<file path="config.mk">
export PLATFORM = sky130hd
export DESIGN_NAME = temperature_rise_point_recorder_unit
export DESIGN_NICKNAME = d
export VERILOG_FILES = /design/src/rtl/core/trpr_pkg.sv /design/src/rtl/core/trpr_cfg_regs.sv /design/src/rtl/core/trpr_core.sv /design/src/rtl/core/temperature_rise_point_recorder_unit.sv
export SDC_FILE = /design/constraint.sdc
export NUM_CORES = 1
export LEC_CHECK = 0
export BUFFER_PORTS_ARGS = -buffer_cell sky130_fd_sc_hd__buf_2
export CAP_MARGIN = 10
export CORE_MARGIN = 2
export CORE_UTILIZATION = 55
export DETAILED_ROUTE_END_ITERATION = 6
export MAX_ROUTING_LAYER = met4
export PLACE_DENSITY_LB_ADDON = 0.05
export SETUP_SLACK_MARGIN = 0.02
export SYNTH_ARGS = -nofsm -noshare
export SYNTH_HDL_FRONTEND = slang
export SYNTH_SLANG_ARGS = --single-unit
</file>
<file path="constraint.sdc">
create_clock -name clk -period 8.1 [get_ports clk]
set_clock_uncertainty 0.1 [all_clocks]
set_input_delay 1.215 -clock clk [delete_from_list [all_inputs] [get_ports clk]]
set_output_delay 1.215 -clock clk [all_outputs]
set_load 0.01 [all_outputs]
</file>
<file path="src/rtl/core/trpr_pkg.sv">
// ----------------------------------------------------------------------------
// trpr_pkg
// shared types and constants of the temperature rise point recorder
// ----------------------------------------------------------------------------
`default_nettype none

package trpr_pkg;

  // widths of values and times
  localparam int unsigned VAL_W  = 16;
  localparam int unsigned TM_W   = 31;   // non-negative time, saturating
  localparam int unsigned MTM_W  = 32;   // middle time, may hold -1
  localparam int unsigned RISE_W = 15;
  localparam int unsigned TICK_W = 16;
  localparam int unsigned CFG_W  = 16;
  localparam int unsigned IDX_W  = 1;

  localparam logic [TM_W-1:0]  TIME_MAX    = {TM_W{1'b1}};
  localparam logic [MTM_W-1:0] MID_TM_FIX  = {MTM_W{1'b1}};   // fixed start marker

  // register indexes
  localparam logic [IDX_W-1:0] CFG_MIN_RISE  = 1'b0;
  localparam logic [IDX_W-1:0] CFG_TICK_STEP = 1'b1;

  localparam logic [RISE_W-1:0] MIN_RISE_RST  = 15'd128;
  localparam logic [TICK_W-1:0] TICK_STEP_RST = 16'd10;

  // kind codes
  localparam logic KIND_RESTART = 1'b0;
  localparam logic KIND_SAMPLE  = 1'b1;

  typedef struct packed {
    logic [RISE_W-1:0] min_rise;
    logic [TICK_W-1:0] tick_step;
  } cfg_t;

  typedef struct packed {
    logic [VAL_W-1:0] start_val;
    logic [VAL_W-1:0] middle_val;
    logic [MTM_W-1:0] middle_tm;
    logic [VAL_W-1:0] latest_val;
    logic [TM_W-1:0]  latest_tm;
    logic [VAL_W-1:0] doubled_val;
    logic [TM_W-1:0]  doubled_tm;
    logic [TM_W-1:0]  step_begin_tm;
    logic [TM_W-1:0]  elapsed;
  } rec_t;

endpackage

`default_nettype wire

</file>
<file path="src/rtl/core/trpr_cfg_regs.sv">
// ----------------------------------------------------------------------------
// trpr_cfg_regs
// configuration registers, written through a plain write port
// ----------------------------------------------------------------------------
`default_nettype none

module trpr_cfg_regs (
  input  wire                         clk,
  input  wire                         rst_n,
  input  wire                         cfg_we,
  input  wire [trpr_pkg::IDX_W-1:0]   cfg_idx,
  input  wire [trpr_pkg::CFG_W-1:0]   cfg_wdata,
  output trpr_pkg::cfg_t              cfg
);

  trpr_pkg::cfg_t cfg_r, cfg_nxt;

  always_comb begin
    cfg_nxt = cfg_r;
    if (cfg_we) begin
      case (cfg_idx)
        trpr_pkg::CFG_MIN_RISE:  cfg_nxt.min_rise  = cfg_wdata[trpr_pkg::RISE_W-1:0];
        trpr_pkg::CFG_TICK_STEP: cfg_nxt.tick_step = cfg_wdata[trpr_pkg::TICK_W-1:0];
        default:                 cfg_nxt = cfg_r;
      endcase
    end
  end

  always_ff @(posedge clk) begin
    if (!rst_n) begin
      cfg_r.min_rise  <= trpr_pkg::MIN_RISE_RST;
      cfg_r.tick_step <= trpr_pkg::TICK_STEP_RST;
    end else begin
      cfg_r <= cfg_nxt;
    end
  end

  assign cfg = cfg_r;

endmodule

`default_nettype wire

</file>
<file path="src/rtl/core/trpr_core.sv">
// ----------------------------------------------------------------------------
// trpr_core
// record state and its single-pass update for one beat
// ----------------------------------------------------------------------------
`default_nettype none

module trpr_core (
  input  wire                          clk,
  input  wire                          rst_n,
  input  wire                          upd_en,
  input  wire                          kind,
  input  wire [trpr_pkg::VAL_W-1:0]    value,
  input  trpr_pkg::cfg_t               cfg,
  output trpr_pkg::rec_t               rec
);

  localparam int unsigned TW = trpr_pkg::TM_W;
  localparam int unsigned VW = trpr_pkg::VAL_W;
  localparam int unsigned MW = trpr_pkg::MTM_W;

  trpr_pkg::rec_t rec_r, rec_nxt;

  logic [VW+1:0] v_ext, thr;
  logic          risen;
  logic          started;
  logic [TW:0]   tick_sum;
  logic [TW-1:0] e1;
  logic [TW:0]   avg_sum;
  logic [TW-1:0] avg;
  logic [TW-1:0] e_back;
  logic [TW-1:0] el, lt, dt;
  logic [MW-1:0] mt;
  logic [VW-1:0] mv, dv;

  // latest time against twice the reference period (reference time positive)
  function automatic logic period_doubled(input logic [TW-1:0] l_tm,
                                          input logic [VW-1:0] d_val,
                                          input logic [TW-1:0] d_tm,
                                          input logic [MW-1:0] m_tm);
    logic [TW:0] ref2;
    begin
      ref2 = (d_val == '0) ? {m_tm[TW-1:0], 1'b0} : {d_tm, 1'b0};
      period_doubled = ({1'b0, l_tm} >= ref2);
    end
  endfunction

  always_comb begin
    v_ext    = {{2{value[VW-1]}}, value};
    thr      = {{2{rec_r.latest_val[VW-1]}}, rec_r.latest_val} +
               {{(VW+2-trpr_pkg::RISE_W){1'b0}}, cfg.min_rise};
    risen    = ($signed(v_ext) >= $signed(thr));
    started  = (rec_r.start_val != '0);

    // clock advance with saturation
    tick_sum = {1'b0, rec_r.elapsed} + {{(TW+1-trpr_pkg::TICK_W){1'b0}}, cfg.tick_step};
    e1       = tick_sum[TW] ? trpr_pkg::TIME_MAX : tick_sum[TW-1:0];
    avg_sum  = {1'b0, e1} + {1'b0, rec_r.step_begin_tm};
    avg      = avg_sum[TW:1];
    e_back   = (e1 >= rec_r.latest_tm) ? (e1 - rec_r.latest_tm) : '0;

    rec_nxt  = rec_r;
    el = e1;
    lt = rec_r.latest_tm;
    mt = rec_r.middle_tm;
    mv = rec_r.middle_val;
    dv = rec_r.doubled_val;
    dt = rec_r.doubled_tm;

    if (kind == trpr_pkg::KIND_RESTART) begin
      rec_nxt            = '0;
      rec_nxt.latest_val = value;
    end else if (!started && risen) begin
      rec_nxt.start_val  = value;
      rec_nxt.latest_val = value;
      rec_nxt.elapsed    = '0;
    end else if (rec_r.latest_val == value) begin
      // repeated value: average the dwell time
      rec_nxt.elapsed   = e1;
      rec_nxt.latest_tm = avg;
      if (!mt[MW-1] && (mt != '0) && period_doubled(avg, dv, dt, mt)) begin
        if (dv != '0) begin
          rec_nxt.middle_val = dv;
          rec_nxt.middle_tm  = {1'b0, dt};
        end
        rec_nxt.doubled_val = rec_r.latest_val;
        rec_nxt.doubled_tm  = avg;
      end
    end else begin
      // first change of value moves the time origin
      if (mt == '0) begin
        el = e_back;
        mt = trpr_pkg::MID_TM_FIX;
        lt = '0;
      end
      if (risen) begin
        if (mt[MW-1] || (mt == '0)) begin
          mv = value;
          if (lt == '0) begin
            lt = el;
          end
          mt = {1'b0, lt};
        end else if (period_doubled(lt, dv, dt, mt)) begin
          if (dv != '0) begin
            mv = dv;
            mt = {1'b0, dt};
          end
          dv = rec_r.latest_val;
          dt = lt;
        end
        if (rec_r.latest_val == mv) begin
          mt = {1'b0, lt};
        end
        if (rec_r.latest_val == dv) begin
          dt = lt;
        end
        rec_nxt.latest_val    = value;
        rec_nxt.latest_tm     = el;
        rec_nxt.step_begin_tm = el;
      end else begin
        rec_nxt.latest_tm = lt;
      end
      rec_nxt.elapsed     = el;
      rec_nxt.middle_tm   = mt;
      rec_nxt.middle_val  = mv;
      rec_nxt.doubled_val = dv;
      rec_nxt.doubled_tm  = dt;
    end
  end

  always_ff @(posedge clk) begin
    if (!rst_n) begin
      rec_r <= '0;
    end else if (upd_en) begin
      rec_r <= rec_nxt;
    end
  end

  assign rec = rec_r;

endmodule

`default_nettype wire

</file>
<file path="src/rtl/core/temperature_rise_point_recorder_unit.sv">
// ----------------------------------------------------------------------------
// temperature_rise_point_recorder_unit
// records start, middle, doubled-period and latest points of a heating rise
// ----------------------------------------------------------------------------
// path: the accepting edge loads the input register, and the record update then
//   loads the record registers, once the result slot is free or leaving
// throughput: one beat per cycle, set by the record update loop;
//   a stalled result beat holds the input register and so the input side
// reset: synchronous, active low; clears all records, both valid flags and
//   loads min_rise = 128, tick_step = 10
`default_nettype none

module temperature_rise_point_recorder_unit (
  input  wire                            clk,
  input  wire                            rst_n,
  // input channel
  input  wire                            in_valid,
  output logic                           in_ready,
  input  wire                            in_kind,
  input  wire signed [15:0]              in_value,
  // result channel
  output logic                           out_valid,
  input  wire                            out_ready,
  output logic signed [15:0]             out_start_value,
  output logic signed [15:0]             out_mid_value,
  output logic signed [31:0]             out_mid_time,
  output logic signed [15:0]             out_latest_value,
  output logic [30:0]                    out_latest_time,
  output logic                           out_fit_ready,
  // configuration write port
  input  wire                            cfg_we,
  input  wire [trpr_pkg::IDX_W-1:0]      cfg_idx,
  input  wire [trpr_pkg::CFG_W-1:0]      cfg_wdata
);

  trpr_pkg::cfg_t cfg;
  trpr_pkg::rec_t rec;

  // input register
  logic                        in_vld_r, in_vld_nxt;
  logic                        in_kind_r;
  logic [trpr_pkg::VAL_W-1:0]  in_value_r;
  // result valid; the record registers double as the result register
  logic                        out_vld_r, out_vld_nxt;
  logic                        advance;
  logic                        in_take;

  // the update fires when an item waits and the result slot is free or leaving
  assign advance  = in_vld_r && (!out_vld_r || out_ready);
  assign in_ready = !in_vld_r || advance;
  assign in_take  = in_valid && in_ready;

  assign in_vld_nxt  = in_take || (in_vld_r && !advance);
  assign out_vld_nxt = advance || (out_vld_r && !out_ready);

  // control flags
  always_ff @(posedge clk) begin
    if (!rst_n) begin
      in_vld_r  <= 1'b0;
      out_vld_r <= 1'b0;
    end else begin
      in_vld_r  <= in_vld_nxt;
      out_vld_r <= out_vld_nxt;
    end
  end

  // input payload, no reset needed
  always_ff @(posedge clk) begin
    if (in_take) begin
      in_kind_r  <= in_kind;
      in_value_r <= in_value;
    end
  end

  trpr_cfg_regs u_cfg (
    .clk       (clk),
    .rst_n     (rst_n),
    .cfg_we    (cfg_we),
    .cfg_idx   (cfg_idx),
    .cfg_wdata (cfg_wdata),
    .cfg       (cfg)
  );

  // record state updates only when the beat moves on, so a stalled
  // result keeps its fields
  trpr_core u_core (
    .clk    (clk),
    .rst_n  (rst_n),
    .upd_en (advance),
    .kind   (in_kind_r),
    .value  (in_value_r),
    .cfg    (cfg),
    .rec    (rec)
  );

  assign out_valid        = out_vld_r;
  assign out_start_value  = rec.start_val;
  assign out_mid_value    = rec.middle_val;
  assign out_mid_time     = rec.middle_tm;
  assign out_latest_value = rec.latest_val;
  assign out_latest_time  = rec.latest_tm;
  // a fit needs a middle record that differs from the latest step
  assign out_fit_ready    = (rec.middle_val != '0) && (rec.latest_val != rec.middle_val);

endmodule

`default_nettype wire

</file>
==> run metrics <==
syn_area_per_cell=7.52 um2; fin util=60.4%; largest stage delay on the critical path=0.45 ns; Post-synth top cells=nor2_1, nand2_1, a21oi_1; Core Region=39,900 um2; post-synthesis compound-gate area fraction=roughly 28%; Synth Area in Simple Gates=19.0%; first-pass GRT wire length=132,000 um; predominant post-synthesis flop cell=dfxtp_1; final wirelength=89,600 um; Synthesized Nets=3,179; hold_buf cts=0; number of setup violations in the final report=0; RSZ-0062 raised after global routing=false; Area Overhead vs Synth=8.05%; DR WL/cell=25.6 um; Yosys top cell area share=between 20 and 25%; Place WS=-0.0932 ns; Syn Inst Count=2,967; most frequent cell after synthesis=nor2_1; mux contribution to synthesized area=3.93%; Clock Tree Buf Depth=3; min Tclk post-route=about 7.7 ns; crit path DAT=8.04 ns; Antenna diodes=0; share of cells above drive strength 1=12.2%; max_cap viols=0; CP Capture Type=register; pin count of the biggest net entering global routing=90; total grt overflow=0; Clock Latency Late Sink=between 0.5 and 0.6 ns; Clock Sinks=270; Hold Slack=0.362 ns; Clock Tree Root=clkbuf_16; number of global-route vias before repair=21.3k; slowest CP cell=or4b_1; via-per-instance ratio=roughly 6.8; CP Data Required Time=around 8.4 ns; Hold Vio Cnt, Final=0; main combinational cell family by area after synthesis=compound AO/OA/AOI/OAI gates; hpwl dp=67,000 um; first-pass detailed-route iteration total=7; Die Span Y=205 um; Via Count=23.7k; GPL Wtd Cong=1.05; Setup WS post-layout=0.368 ns; initial antenna violation count=0; post-synth cell types=84; Hold Path Class=reg -> reg; TritonCTS clock tree=done; relative slew slack=25.7%; CTS Buf Count=35; status=finished with violations; Rows=between 70 and 80; crit path kind=reg -> reg; Post-synth EDFFs=17; Slew @ Worst Pin=roughly 1.1 ns; Initial Util=55.9%; IO buf count=152; adder-cell share of the synthesized area=9.84%; Final Cycle Share=95.5%; nets@finish=3,167; Worst setup SP type=register; asr flop ratio synth=0%; Pins Over Slew Limit=0; fraction of the yosys area taken by sequential cells=25.0%; DR DRC count=9; post-synthesis xor/xnor area fraction=5.22%; ANT nets after route=0; worst-path fanout max=21; I/O pin total=around 150; die extent in x=205 um; Die ar.=42,200 um2; Starting DRT DRC Count=about 3.5k; synth top area cells=dfxtp_1, ha_1, a21oi_1; failing checks=design-rule violations; aggregate global-route resource usage=42.7%; #FFs+latches synth=270; Synth warnings=0; H-tree levels=2; fmax=129 MHz; Post-Syn Area=22,300 um2; clock transition at the registers of the reported paths=0.06 ns; top cell type by total area after synthesis=dfxtp_1
-- final cells by class --
class,instances,area [um2]
tap,525,657
sequential,270,5580
clock buffer,48,965
inverter,99,377
multi-input combinational,2309,14900
clock inverter,13,135
fill,3742,15800
timing repair buffer,240,1470
-- sequential cells by signal, indices dropped and copies added (netlist names) --
register,flops
u_core.rec,220
out_valid,1
u_cfg.cfg,31
in_kind_r,1
in_vld_r,1
in_value_r,16
-- layer usage --
metal  global-route usage [%]  up-vias  wire [um]
li1                         -    10700          -
met1                     61.4    11200      38400
met2                     57.3     1634      35200
met3                     11.5      218      12900
met4                     13.4        0       3050
met5                        -        -          0
-- final timing paths --
path,cells after the start,end,startpoint,slack [ns]
setup / recovery,32,u_core.rec[173],u_cfg.cfg[6],0.37
setup reg to reg,32,u_core.rec[173],u_cfg.cfg[6],0.37
hold / removal,2,u_cfg.cfg[12],u_cfg.cfg[12],0.36
hold reg to reg,2,u_cfg.cfg[12],u_cfg.cfg[12],0.36
-- critical path: cells and delay by family (launching register included) --
| kind | cells | cell delay, ns |
|---|---|---|
| AOI/OAI and AO/OA | 17 | 3.90 |
| and+or+nand+nor | 6 | 1.37 |
| adders and majority gates | 3 | 1.02 |
| buffers and inverters | 5 | 0.72 |
| DFF | 1 | 0.32 |
| xor gates and xnor gates | 1 | 0.16 |
-- per-stage QoR --
step | cells | instance area [um2] | setup TNS [ns]
final | 3504 | 24100 | 0
after detailed placement | 3439 | 22900 | -0.145
after floorplan | 2967 | 22300 | 0
after CTS | 3500 | 24000 | 0
after global placement | 3439 | 22900 | 0
after global routing | 3504 | 24100 | 0
-- timing repair --
action,CTS,global route
setup buffers,0,4
endpoints found under the setup margin,15,95
gates resized for setup,2,16
-- cell families (layout without fill, tap and decap cells) --
family                     Yosys count  after routing
xor gates and xnor gates           133            133
buffers and inverters              388            400
adders and majority gates          173            173
and+or+nand+nor                    935            935
muxes                               86             86
AOI/OAI and AO/OA                  982            982
DFF                                270            270
-- placed cells by master (no fill, tap or decap), drive strengths merged, types with 15 or more instances in the layout --
| cell | Yosys | final |
|---|---|---|
| a21o | 65 | 65 |
| a22oi | 95 | 95 |
| o21a | 15 | 15 |
| o21bai | 18 | 18 |
| nand2b | 25 | 25 |
| a221o | 39 | 39 |
| ha | 169 | 169 |
| inv | 99 | 102 |
| xor2 | 56 | 56 |
| nand4 | 35 | 35 |
| buf | 147 | 240 |
| a21oi | 279 | 279 |
| o211ai | 27 | 27 |
| nand2 | 294 | 294 |
| nand3 | 49 | 49 |
| o21ai | 235 | 235 |
| or3 | 33 | 33 |
| and2 | 20 | 20 |
| nor2b | 26 | 26 |
| a221oi | 19 | 19 |
| clkbuf | 142 | 48 |
| edfxtp | 17 | 17 |
| mux2i | 74 | 74 |
| dfxtp | 253 | 253 |
| xnor2 | 77 | 77 |
| nor4 | 43 | 43 |
| nor2 | 331 | 331 |
| o22ai | 22 | 22 |
| a211oi | 36 | 36 |
| nor3 | 35 | 35 |
| a31oi | 36 | 36 |
Power is left out: the tool's default activity adds up to more than one toggle a clock period on the data nets, which glitch-free logic cannot reach.
